$ cat src/hw/rtl/iirdf_pkg.sv
`default_nettype none

package iirdf_pkg;

  localparam int unsigned TAPS       = 4;
  localparam int unsigned HIST_DEPTH = 3;
  localparam int unsigned SAMPLE_W   = 24;
  localparam int unsigned COEF_W     = 24;
  localparam int unsigned YHIST_W    = 40;
  localparam int unsigned YLO_W      = 16;
  localparam int unsigned OPND_W     = SAMPLE_W + 1;
  localparam int unsigned PROD_W     = COEF_W + OPND_W;
  localparam int unsigned ACC_W      = 54;
  localparam int unsigned TMP_W      = 64;
  localparam int unsigned PC_W       = 4;
  localparam int unsigned ADDR_W     = 5;
  localparam int unsigned DATA_W     = 32;

  typedef enum logic [2:0] {
    REG_B0       = 3'd0,
    REG_B1       = 3'd1,
    REG_B2       = 3'd2,
    REG_B3       = 3'd3,
    REG_A1       = 3'd4,
    REG_A2       = 3'd5,
    REG_A3       = 3'd6,
    REG_FEEDBACK = 3'd7
  } reg_e;

  typedef enum logic [2:0] {
    COEF_B0 = 3'd0,
    COEF_B1 = 3'd1,
    COEF_B2 = 3'd2,
    COEF_B3 = 3'd3,
    COEF_A1 = 3'd4,
    COEF_A2 = 3'd5,
    COEF_A3 = 3'd6
  } coef_e;

  typedef enum logic [3:0] {
    SRC_X   = 4'd0,
    SRC_X1  = 4'd1,
    SRC_X2  = 4'd2,
    SRC_X3  = 4'd3,
    SRC_Y1L = 4'd4,
    SRC_Y1H = 4'd5,
    SRC_Y2L = 4'd6,
    SRC_Y2H = 4'd7,
    SRC_Y3L = 4'd8,
    SRC_Y3H = 4'd9
  } src_e;

  typedef enum logic [1:0] {
    ACC_NOP  = 2'd0,
    ACC_LOAD = 2'd1,
    ACC_ADD  = 2'd2,
    ACC_SUB  = 2'd3
  } acc_e;

  typedef enum logic [1:0] {
    TMP_NOP    = 2'd0,
    TMP_LOAD   = 2'd1,
    TMP_ADD_HI = 2'd2
  } tmp_e;

  typedef enum logic [1:0] {
    SEQ_NEXT    = 2'd0,
    SEQ_SKIP_FB = 2'd1,
    SEQ_FINISH  = 2'd2
  } seq_e;

  typedef struct packed {
    coef_e            coef;
    src_e             src;
    acc_e             acc;
    tmp_e             tmp;
    seq_e             seq;
    logic [PC_W-1:0]  target;
  } ucw_t;

  typedef struct packed {
    logic load;
    logic run;
    logic commit;
    ucw_t uw;
  } ctrl_t;

  typedef struct packed {
    logic [TAPS-1:0][COEF_W-1:0]       b;
    logic [HIST_DEPTH-1:0][COEF_W-1:0] a;
    logic                              fb_on;
  } cfg_t;

  localparam logic [PC_W-1:0] PC_FINISH = PC_W'(12);
  localparam logic [PC_W-1:0] PC_LAST   = PC_FINISH;

  function automatic ucw_t ucode(input logic [PC_W-1:0] pc);
    ucw_t w;
    w = '{coef: COEF_B0, src: SRC_X, acc: ACC_NOP, tmp: TMP_NOP,
          seq: SEQ_NEXT, target: '0};
    case (pc)
      PC_W'(0): begin
        w.coef = COEF_B0; w.src = SRC_X;
      end
      PC_W'(1): begin
        w.coef = COEF_B1; w.src = SRC_X1; w.acc = ACC_LOAD;
      end
      PC_W'(2): begin
        w.coef = COEF_B2; w.src = SRC_X2; w.acc = ACC_ADD;
      end
      PC_W'(3): begin
        w.coef = COEF_B3; w.src = SRC_X3; w.acc = ACC_ADD;
      end
      PC_W'(4): begin
        w.coef = COEF_A1; w.src = SRC_Y1L; w.acc = ACC_ADD;
        w.seq = SEQ_SKIP_FB; w.target = PC_FINISH;
      end
      PC_W'(5): begin
        w.coef = COEF_A1; w.src = SRC_Y1H; w.tmp = TMP_LOAD;
      end
      PC_W'(6): begin
        w.coef = COEF_A2; w.src = SRC_Y2L; w.tmp = TMP_ADD_HI;
      end
      PC_W'(7): begin
        w.coef = COEF_A2; w.src = SRC_Y2H; w.acc = ACC_SUB; w.tmp = TMP_LOAD;
      end
      PC_W'(8): begin
        w.coef = COEF_A3; w.src = SRC_Y3L; w.tmp = TMP_ADD_HI;
      end
      PC_W'(9): begin
        w.coef = COEF_A3; w.src = SRC_Y3H; w.acc = ACC_SUB; w.tmp = TMP_LOAD;
      end
      PC_W'(10): begin
        w.tmp = TMP_ADD_HI;
      end
      PC_W'(11): begin
        w.acc = ACC_SUB;
      end
      default: begin
        w.seq = SEQ_FINISH;
      end
    endcase
    return w;
  endfunction

endpackage

`default_nettype wire

$ cat src/hw/rtl/iirdf_cfg.sv
`default_nettype none

module iirdf_cfg (
  input  wire logic                           clk_i,
  input  wire logic                           rst_ni,
  input  wire logic                           psel,
  input  wire logic                           penable,
  input  wire logic                           pwrite,
  input  wire logic [iirdf_pkg::ADDR_W-1:0]   paddr,
  input  wire logic [iirdf_pkg::DATA_W-1:0]   pwdata,
  output logic      [iirdf_pkg::DATA_W-1:0]   prdata,
  output logic                                pready,
  output iirdf_pkg::cfg_t                     cfg_o
);

  iirdf_pkg::cfg_t  cfg_q, cfg_d;
  iirdf_pkg::reg_e  idx;
  logic             wr_en;
  logic [iirdf_pkg::COEF_W-1:0] wcoef;

  assign idx    = iirdf_pkg::reg_e'(paddr[iirdf_pkg::ADDR_W-1:2]);
  assign wr_en  = psel && penable && pwrite;
  assign wcoef  = pwdata[iirdf_pkg::COEF_W-1:0];
  assign pready = 1'b1;
  assign cfg_o  = cfg_q;

  always_comb begin
    cfg_d = cfg_q;
    if (wr_en) begin
      case (idx)
        iirdf_pkg::REG_B0:       cfg_d.b[0]  = wcoef;
        iirdf_pkg::REG_B1:       cfg_d.b[1]  = wcoef;
        iirdf_pkg::REG_B2:       cfg_d.b[2]  = wcoef;
        iirdf_pkg::REG_B3:       cfg_d.b[3]  = wcoef;
        iirdf_pkg::REG_A1:       cfg_d.a[0]  = wcoef;
        iirdf_pkg::REG_A2:       cfg_d.a[1]  = wcoef;
        iirdf_pkg::REG_A3:       cfg_d.a[2]  = wcoef;
        iirdf_pkg::REG_FEEDBACK: cfg_d.fb_on = pwdata[0];
        default:                 cfg_d       = cfg_q;
      endcase
    end
  end

  always_comb begin
    case (idx)
      iirdf_pkg::REG_B0:       prdata = iirdf_pkg::DATA_W'($signed(cfg_q.b[0]));
      iirdf_pkg::REG_B1:       prdata = iirdf_pkg::DATA_W'($signed(cfg_q.b[1]));
      iirdf_pkg::REG_B2:       prdata = iirdf_pkg::DATA_W'($signed(cfg_q.b[2]));
      iirdf_pkg::REG_B3:       prdata = iirdf_pkg::DATA_W'($signed(cfg_q.b[3]));
      iirdf_pkg::REG_A1:       prdata = iirdf_pkg::DATA_W'($signed(cfg_q.a[0]));
      iirdf_pkg::REG_A2:       prdata = iirdf_pkg::DATA_W'($signed(cfg_q.a[1]));
      iirdf_pkg::REG_A3:       prdata = iirdf_pkg::DATA_W'($signed(cfg_q.a[2]));
      iirdf_pkg::REG_FEEDBACK: prdata = iirdf_pkg::DATA_W'(cfg_q.fb_on);
      default:                 prdata = '0;
    endcase
  end

  always_ff @(posedge clk_i or negedge rst_ni) begin
    if (!rst_ni) begin
      cfg_q <= '{b: (iirdf_pkg::TAPS * iirdf_pkg::COEF_W)'(1048576), a: '0,
                 fb_on: 1'b1};
    end else begin
      cfg_q <= cfg_d;
    end
  end

endmodule

`default_nettype wire

$ cat src/hw/rtl/iirdf_seq.sv
`default_nettype none

module iirdf_seq (
  input  wire logic          clk_i,
  input  wire logic          rst_ni,
  input  wire logic          in_valid_i,
  output logic               in_stall_o,
  input  wire logic          fb_on_i,
  input  wire logic          out_free_i,
  output iirdf_pkg::ctrl_t   ctrl_o
);

  logic                          busy_q, busy_d;
  logic [iirdf_pkg::PC_W-1:0]    pc_q, pc_d;
  iirdf_pkg::ucw_t               uw;
  logic                          finish_ok;
  logic                          accept;

  assign uw         = iirdf_pkg::ucode(pc_q);
  assign finish_ok  = busy_q && (uw.seq == iirdf_pkg::SEQ_FINISH) && out_free_i;
  assign in_stall_o = busy_q && !finish_ok;
  assign accept     = in_valid_i && !in_stall_o;

  always_comb begin
    pc_d   = pc_q;
    busy_d = busy_q;
    if (busy_q) begin
      case (uw.seq)
        iirdf_pkg::SEQ_NEXT: begin
          pc_d = pc_q + iirdf_pkg::PC_W'(1);
        end
        iirdf_pkg::SEQ_SKIP_FB: begin
          pc_d = fb_on_i ? pc_q + iirdf_pkg::PC_W'(1) : uw.target;
        end
        iirdf_pkg::SEQ_FINISH: begin
          if (out_free_i) begin
            busy_d = 1'b0;
            pc_d   = '0;
          end
        end
        default: begin
          busy_d = 1'b0;
          pc_d   = '0;
        end
      endcase
    end
    if (accept) begin
      busy_d = 1'b1;
      pc_d   = '0;
    end
  end

  always_comb begin
    ctrl_o.load   = accept;
    ctrl_o.run    = busy_q;
    ctrl_o.commit = finish_ok;
    ctrl_o.uw     = uw;
  end

  always_ff @(posedge clk_i or negedge rst_ni) begin
    if (!rst_ni) begin
      busy_q <= 1'b0;
      pc_q   <= '0;
    end else begin
      busy_q <= busy_d;
      pc_q   <= pc_d;
    end
  end

  a_pc_in_program: assert property (@(posedge clk_i) disable iff (!rst_ni)
    busy_q |-> (pc_q <= iirdf_pkg::PC_LAST))
    else $error("step counter ran past the program");

  a_idle_at_start: assert property (@(posedge clk_i) disable iff (!rst_ni)
    !busy_q |-> (pc_q == '0))
    else $error("step counter not parked while idle");

  a_accept_starts: assert property (@(posedge clk_i) disable iff (!rst_ni)
    accept |=> (busy_q && (pc_q == '0)))
    else $error("accepted beat did not start the program");

  a_commit_ends: assert property (@(posedge clk_i) disable iff (!rst_ni)
    finish_ok |=> (!busy_q || (pc_q == '0)))
    else $error("program did not end after commit");

endmodule

`default_nettype wire

$ cat src/hw/rtl/iirdf_dp.sv
`default_nettype none

module iirdf_dp (
  input  wire logic                               clk_i,
  input  wire logic                               rst_ni,
  input  wire iirdf_pkg::ctrl_t                   ctrl_i,
  input  wire iirdf_pkg::cfg_t                    cfg_i,
  input  wire logic [iirdf_pkg::SAMPLE_W-1:0]     sample_in_i,
  input  wire logic                               block_start_i,
  output logic                                    out_valid_o,
  input  wire logic                               out_stall_i,
  output logic                                    out_free_o,
  output logic      [iirdf_pkg::SAMPLE_W-1:0]     sample_out_o,
  output logic                                    clipped_o
);

  localparam int unsigned ACC_W   = iirdf_pkg::ACC_W;
  localparam int unsigned TMP_W   = iirdf_pkg::TMP_W;
  localparam int unsigned SMP_W   = iirdf_pkg::SAMPLE_W;
  localparam int unsigned YH_W    = iirdf_pkg::YHIST_W;
  localparam int unsigned YL_W    = iirdf_pkg::YLO_W;
  localparam int unsigned OPND_W  = iirdf_pkg::OPND_W;
  localparam int unsigned TSH_W   = TMP_W - 12;
  localparam int unsigned HTR_W   = ACC_W - 8;
  localparam int unsigned YTR_W   = ACC_W - 20;

  logic [SMP_W-1:0]                                 x_q;
  logic [iirdf_pkg::HIST_DEPTH-1:0][SMP_W-1:0]      xh_q;
  logic [iirdf_pkg::HIST_DEPTH-1:0][YH_W-1:0]       yh_q;
  logic signed [iirdf_pkg::PROD_W-1:0]              prod_q;
  logic signed [ACC_W-1:0]                          acc_q, acc_d;
  logic signed [TMP_W-1:0]                          tmp_q, tmp_d;
  logic [SMP_W-1:0]                                 out_q;
  logic                                             clip_q;
  logic                                             out_valid_q;

  logic signed [iirdf_pkg::COEF_W-1:0]  coef_m;
  logic [1:0]                           tap;
  logic signed [OPND_W-1:0]             opnd;
  logic signed [TSH_W-1:0]              tsh;
  logic                                 tcorr;
  logic signed [HTR_W-1:0]              h_tr;
  logic signed [YTR_W-1:0]              y_tr;
  logic [YH_W-1:0]                      h_sat;
  logic [SMP_W-1:0]                     y_sat;
  logic                                 y_clip;

  always_comb begin
    case (ctrl_i.uw.coef)
      iirdf_pkg::COEF_B0: begin coef_m = cfg_i.b[0]; tap = 2'd0; end
      iirdf_pkg::COEF_B1: begin coef_m = cfg_i.b[1]; tap = 2'd1; end
      iirdf_pkg::COEF_B2: begin coef_m = cfg_i.b[2]; tap = 2'd2; end
      iirdf_pkg::COEF_B3: begin coef_m = cfg_i.b[3]; tap = 2'd3; end
      iirdf_pkg::COEF_A1: begin coef_m = cfg_i.a[0]; tap = 2'd1; end
      iirdf_pkg::COEF_A2: begin coef_m = cfg_i.a[1]; tap = 2'd2; end
      iirdf_pkg::COEF_A3: begin coef_m = cfg_i.a[2]; tap = 2'd3; end
      default:            begin coef_m = '0;         tap = 2'd0; end
    endcase
    if (32'(tap) >= iirdf_pkg::TAPS) begin
      coef_m = '0;
    end
  end

  always_comb begin
    case (ctrl_i.uw.src)
      iirdf_pkg::SRC_X:   opnd = OPND_W'($signed(x_q));
      iirdf_pkg::SRC_X1:  opnd = OPND_W'($signed(xh_q[0]));
      iirdf_pkg::SRC_X2:  opnd = OPND_W'($signed(xh_q[1]));
      iirdf_pkg::SRC_X3:  opnd = OPND_W'($signed(xh_q[2]));
      iirdf_pkg::SRC_Y1L: opnd = $signed({(OPND_W-YL_W)'(0), yh_q[0][YL_W-1:0]});
      iirdf_pkg::SRC_Y1H: opnd = OPND_W'($signed(yh_q[0][YH_W-1:YL_W]));
      iirdf_pkg::SRC_Y2L: opnd = $signed({(OPND_W-YL_W)'(0), yh_q[1][YL_W-1:0]});
      iirdf_pkg::SRC_Y2H: opnd = OPND_W'($signed(yh_q[1][YH_W-1:YL_W]));
      iirdf_pkg::SRC_Y3L: opnd = $signed({(OPND_W-YL_W)'(0), yh_q[2][YL_W-1:0]});
      iirdf_pkg::SRC_Y3H: opnd = OPND_W'($signed(yh_q[2][YH_W-1:YL_W]));
      default:            opnd = '0;
    endcase
  end

  assign tsh   = $signed(tmp_q[TMP_W-1:12]);
  assign tcorr = tmp_q[TMP_W-1] && (|tmp_q[11:0]);

  always_comb begin
    acc_d = acc_q;
    tmp_d = tmp_q;
    if (ctrl_i.run) begin
      case (ctrl_i.uw.acc)
        iirdf_pkg::ACC_LOAD: acc_d = ACC_W'(prod_q);
        iirdf_pkg::ACC_ADD:  acc_d = acc_q + ACC_W'(prod_q);
        iirdf_pkg::ACC_SUB:  acc_d = acc_q + ~ACC_W'(tsh) + ACC_W'(!tcorr);
        default:             acc_d = acc_q;
      endcase
      case (ctrl_i.uw.tmp)
        iirdf_pkg::TMP_LOAD:   tmp_d = TMP_W'(prod_q);
        iirdf_pkg::TMP_ADD_HI: tmp_d = tmp_q + (TMP_W'(prod_q) <<< YL_W);
        default:               tmp_d = tmp_q;
      endcase
    end
  end

  assign h_tr = $signed(acc_q[ACC_W-1:8])
              + $signed({1'b0, acc_q[ACC_W-1] && (|acc_q[7:0])});
  assign y_tr = $signed(acc_q[ACC_W-1:20])
              + $signed({1'b0, acc_q[ACC_W-1] && (|acc_q[19:0])});

  always_comb begin
    if ((&h_tr[HTR_W-1:YH_W-1]) || !(|h_tr[HTR_W-1:YH_W-1])) begin
      h_sat = h_tr[YH_W-1:0];
    end else begin
      h_sat = {h_tr[HTR_W-1], {(YH_W-1){!h_tr[HTR_W-1]}}};
    end
    if ((&y_tr[YTR_W-1:SMP_W-1]) || !(|y_tr[YTR_W-1:SMP_W-1])) begin
      y_sat  = y_tr[SMP_W-1:0];
      y_clip = 1'b0;
    end else begin
      y_sat  = {y_tr[YTR_W-1], {(SMP_W-1){!y_tr[YTR_W-1]}}};
      y_clip = 1'b1;
    end
  end

  assign out_free_o   = !out_valid_q || !out_stall_i;
  assign out_valid_o  = out_valid_q;
  assign sample_out_o = out_q;
  assign clipped_o    = clip_q;

  always_ff @(posedge clk_i) begin
    prod_q <= coef_m * opnd;
    acc_q  <= acc_d;
    tmp_q  <= tmp_d;
    if (ctrl_i.load) begin
      x_q <= sample_in_i;
    end
    if (ctrl_i.commit) begin
      out_q  <= y_sat;
      clip_q <= y_clip;
    end
  end

  always_ff @(posedge clk_i or negedge rst_ni) begin
    if (!rst_ni) begin
      xh_q        <= '0;
      yh_q        <= '0;
      out_valid_q <= 1'b0;
    end else begin
      if (ctrl_i.load && block_start_i) begin
        xh_q <= '0;
        yh_q <= '0;
      end else if (ctrl_i.commit) begin
        xh_q <= {xh_q[iirdf_pkg::HIST_DEPTH-2:0], x_q};
        yh_q <= {yh_q[iirdf_pkg::HIST_DEPTH-2:0], h_sat};
      end
      if (ctrl_i.commit) begin
        out_valid_q <= 1'b1;
      end else if (!out_stall_i) begin
        out_valid_q <= 1'b0;
      end
    end
  end

  a_commit_has_room: assert property (@(posedge clk_i) disable iff (!rst_ni)
    ctrl_i.commit |-> !(out_valid_q && out_stall_i))
    else $error("result written over a beat still waiting");

  a_clip_at_bound: assert property (@(posedge clk_i) disable iff (!rst_ni)
    (out_valid_q && clip_q) |->
      ((out_q == {1'b0, {(SMP_W-1){1'b1}}}) || (out_q == {1'b1, {(SMP_W-1){1'b0}}})))
    else $error("clipped result not at a full-scale bound");

endmodule

`default_nettype wire

$ cat src/hw/rtl/iir_direct_form_filter.sv
// An accepted input beat runs the feedforward steps of the program and, with feedback
// on, the feedback steps, one step per cycle; the final step holds while output stalls.
// The single shared 24x25 multiplier serves every step; the next beat is taken in the
// cycle the result commits.
// Reset clears the sample histories and the output valid flag and restores the
// coefficient registers to b0 = 1.0, all others 0, with feedback on.
`default_nettype none

module iir_direct_form_filter (
  input  wire logic                               clk_i,
  input  wire logic                               rst_ni,
  input  wire logic                               psel,
  input  wire logic                               penable,
  input  wire logic                               pwrite,
  input  wire logic [iirdf_pkg::ADDR_W-1:0]       paddr,
  input  wire logic [iirdf_pkg::DATA_W-1:0]       pwdata,
  output logic      [iirdf_pkg::DATA_W-1:0]       prdata,
  output logic                                    pready,
  input  wire logic                               in_valid_i,
  output logic                                    in_stall_o,
  input  wire logic [iirdf_pkg::SAMPLE_W-1:0]     sample_in_i,
  input  wire logic                               block_start_i,
  output logic                                    out_valid_o,
  input  wire logic                               out_stall_i,
  output logic      [iirdf_pkg::SAMPLE_W-1:0]     sample_out_o,
  output logic                                    clipped_o
);

  iirdf_pkg::cfg_t   cfg;
  iirdf_pkg::ctrl_t  ctrl;
  logic              out_free;

  iirdf_cfg u_cfg (
    .clk_i   (clk_i),
    .rst_ni  (rst_ni),
    .psel    (psel),
    .penable (penable),
    .pwrite  (pwrite),
    .paddr   (paddr),
    .pwdata  (pwdata),
    .prdata  (prdata),
    .pready  (pready),
    .cfg_o   (cfg)
  );

  iirdf_seq u_seq (
    .clk_i      (clk_i),
    .rst_ni     (rst_ni),
    .in_valid_i (in_valid_i),
    .in_stall_o (in_stall_o),
    .fb_on_i    (cfg.fb_on),
    .out_free_i (out_free),
    .ctrl_o     (ctrl)
  );

  iirdf_dp u_dp (
    .clk_i         (clk_i),
    .rst_ni        (rst_ni),
    .ctrl_i        (ctrl),
    .cfg_i         (cfg),
    .sample_in_i   (sample_in_i),
    .block_start_i (block_start_i),
    .out_valid_o   (out_valid_o),
    .out_stall_i   (out_stall_i),
    .out_free_o    (out_free),
    .sample_out_o  (sample_out_o),
    .clipped_o     (clipped_o)
  );

endmodule

`default_nettype wire
$ cat config.mk
export PLATFORM = sky130hd
export DESIGN_NAME = iir_direct_form_filter
export DESIGN_NICKNAME = d
export VERILOG_FILES = /design/src/hw/rtl/iirdf_pkg.sv /design/src/hw/rtl/iirdf_cfg.sv /design/src/hw/rtl/iirdf_seq.sv /design/src/hw/rtl/iirdf_dp.sv /design/src/hw/rtl/iir_direct_form_filter.sv
export SDC_FILE = /design/constraint.sdc
export NUM_CORES = 2
export LEC_CHECK = 0
export ABC_AREA = 1
export BUFFER_PORTS_ARGS = -buffer_cell sky130_fd_sc_hd__buf_2
export CORE_ASPECT_RATIO = 1.4
export CORE_MARGIN = 1.5
export CORE_UTILIZATION = 45
export CTS_CLUSTER_DIAMETER = 80
export DETAILED_ROUTE_END_ITERATION = 10
export PLACE_DENSITY = 0.66
export SYNTH_ARGS = -nofsm -noshare
export SYNTH_HDL_FRONTEND = slang
export SYNTH_SLANG_ARGS = --single-unit
$ cat constraint.sdc
create_clock -name clk_i -period 9.24 [get_ports clk_i]
set_input_delay 0.924 -clock clk_i [delete_from_list [all_inputs] [get_ports clk_i]]
set_output_delay 0.924 -clock clk_i [all_outputs]
set_load 0.05 [all_outputs]
==> results.tsv <==
metric	value	unit
Vias	55684	
GRT Util Overall	32.6	%
largest net degree at the start of global routing	180	
final non-filler cell total	9909	
Fillers	13256	
CTS tree	yes	
Via density	5.62	
Post-route DRC	0	
CTS sink count	583	
RR Endpoint	u_dp.prod_q[46]	
H-Tree Level Count	2	
die height	437	µm
initial core utilization	45.5	%
Die ar.	137000	µm²
Core ar.	133000	µm²
slowest CP cell	fa_1	
final hold violations	0	
Critical Path Sink	u_dp.prod_q[46]	
max-cap violation count	0	
die width	313	µm
vias in the first global route	55769	
Arr. time, crit path	9510	ps
grt total ovfl	0	
CTS Buf Count	60	
HP Class	primary input to async pin	
NumNets Final	9074	
R2R cell count	34	
total of warnings raised by yosys	0	
ys async rst share	63.0	%
TritonRoute pass-1 iters	8	
Layout Area Growth over Synthesis	8.67	%
Max FO, Critical Path	20	
layout cell share with drive strength beyond 1	6.77	%
FF-to-FF setup slack	360	ps
max-slew violations	0	
initial DRC count	5329	
Antenna Nets Post-Route	0	
CTS Root Cell	clkbuf_16	
WP depth	34	
critical path type	register to register	
floorplan row count	158	
Placed Instances	9786	
Synth Cell Area	60400	µm²
routability cong.	1.02	
RSZ-0062 raised after global routing	yes	
fin area	65700	µm²
maximum clock frequency	113	MHz
Top cell by count, worst path	fa_1	
Routed Wire Length	225000	µm
DP Area	63400	µm²
initial antenna violation count	8	
crit-path max cell delay	600	ps
Worst Skew	79.0	ps
number of flops mapped to enable cells by yosys	167	
Port Buffers	117	
fin crit share	96.1	%
post-synthesis register bit count	583	
global-route wire length before repair	335000	µm
DP HPWL	179000	µm
CP top delay family	adder cells	
Most used DFF post-synth	dfrtp_1	
post-synthesis sequential area ratio	25.1	%
crit start category	register	
Max-Slew Margin vs Limit	12.7	%
clk_lat worst skew	710	ps
syn avg cell area	7.57	µm²
number of setup violations in the final report	0	
Crit. Startpoint	u_seq.pc_q[0]	
post-synthesis cell count	7988	
I/O pin cnt	129	
reg2reg start	u_seq.pc_q[0]	
Tmin final	8880	ps
Worst-path clk slew	70	ps
status	complete, no violations	
Worst Setup End Kind	register	
WP buf/inv	12	
average wire per standard cell	22.7	µm
CTS Buffer Depth	3	
post-synth cell types	69	
Final Util	49.4	%
syn nets	8972	
CP required	9870	ps
Least-Margin Pin Slew	1300	ps
-- timing repair --
item,CTS,global route
resized for setup,0,8
hold buffers,0,0
setup buffers,0,2
endpoints found under the setup margin,0,15
-- registers in the layout, summed over array words and instances (netlist names), 4 cells and up --
signal	flops
u_cfg.cfg_o	169
u_dp.acc_q	54
u_dp.prod_q	49
u_dp.sample_out_o	24
u_dp.tmp_q	64
u_dp.x_q	24
u_dp.xh_q	72
u_dp.yh_q	120
u_seq.pc_q	4
-- per-layer routing --
metal / GRT usage, % / up-vias / wire length, µm
met5: 0 / - / 12
met4: 20.6 / 2 / 16600
met3: 5.20 / 697 / 17300
met2: 53.5 / 2487 / 105000
met1: 39.9 / 27089 / 85600
li1: - / 25409 / -
-- through the flow --
step                worst slack [ps]  hold WS, ps  setup TNS (ps)
global placement                 354          466               0
floorplan                       1200          449               0
CTS                              290          325               0
finish                           356          270               0
detailed placement               346          466               0
global route                   -7.63          361           -7.63
-- synth_stat cells (all sizes together) (114+ instances only) --
library cell	instances	area share [%]
a21oi	369	3.1
buf	120	1.2
clkbuf	114	0.71
dfrtp	365	15
edfxtp	167	8.3
fa	618	20
ha	297	6.1
inv	1590	9.9
nand2	1793	11
nand3	327	2.8
nor2	838	5.4
o21ai	531	4.4
o22ai	189	2.0
-- cells by family (layout without fill, tap and decap cells) --
group	after synthesis	in the layout	share of synthesized area, %
xor gates and xnor gates	150	150	2.19
DFF	583	583	25.1
buffers and inverters	1827	1981	11.8
adders and majority gates	915	915	26.6
other	1	8	0.00620
and+or+nand+nor	3188	3188	21.8
AOI/OAI and AO/OA	1324	1324	12.4
-- area by class of cell --
type	instances	area (µm²)	share of cell area [%]
antenna	7	17.5	0.0267
clock inverter	38	450	0.686
tap	1760	2200	3.35
multi-input combinational	5578	38300	58.3
inverter	1593	5980	9.11
sequential	583	15200	23.1
clock buffer	76	1750	2.66
timing repair buffer	274	1830	2.78
-- cells in the final DEF (no fill, tap or decap), types with 152 or more instances in the layout --
cell type | Yosys | layout
a21oi_1 | 367 | 367
buf_4 | 31 | 152
dfrtp_1 | 365 | 365
edfxtp_1 | 167 | 167
fa_1 | 618 | 618
ha_1 | 297 | 296
inv_1 | 1538 | 1534
nand2_1 | 1781 | 1779
nand3_1 | 321 | 320
nor2_1 | 818 | 809
o21ai_0 | 517 | 517
o22ai_1 | 189 | 188
-- how the worst min path moves through the flow --
stage	startpoint	endpoint	slack (ps)
floorplan	u_dp.yh_q[0]	u_dp.yh_q[0]	450
CTS	rst_ni	u_cfg.cfg_o[89]	330
global route	rst_ni	u_cfg.cfg_o[89]	360
detailed placement	u_dp.yh_q[3]	u_dp.yh_q[3]	470
finish	rst_ni	u_cfg.cfg_o[89]	270
global placement	u_dp.xh_q[55]	u_dp.xh_q[55]	470
Power is left out: the tool's default activity adds up to more than one toggle a clock period on the data nets, which glitch-free logic cannot reach.
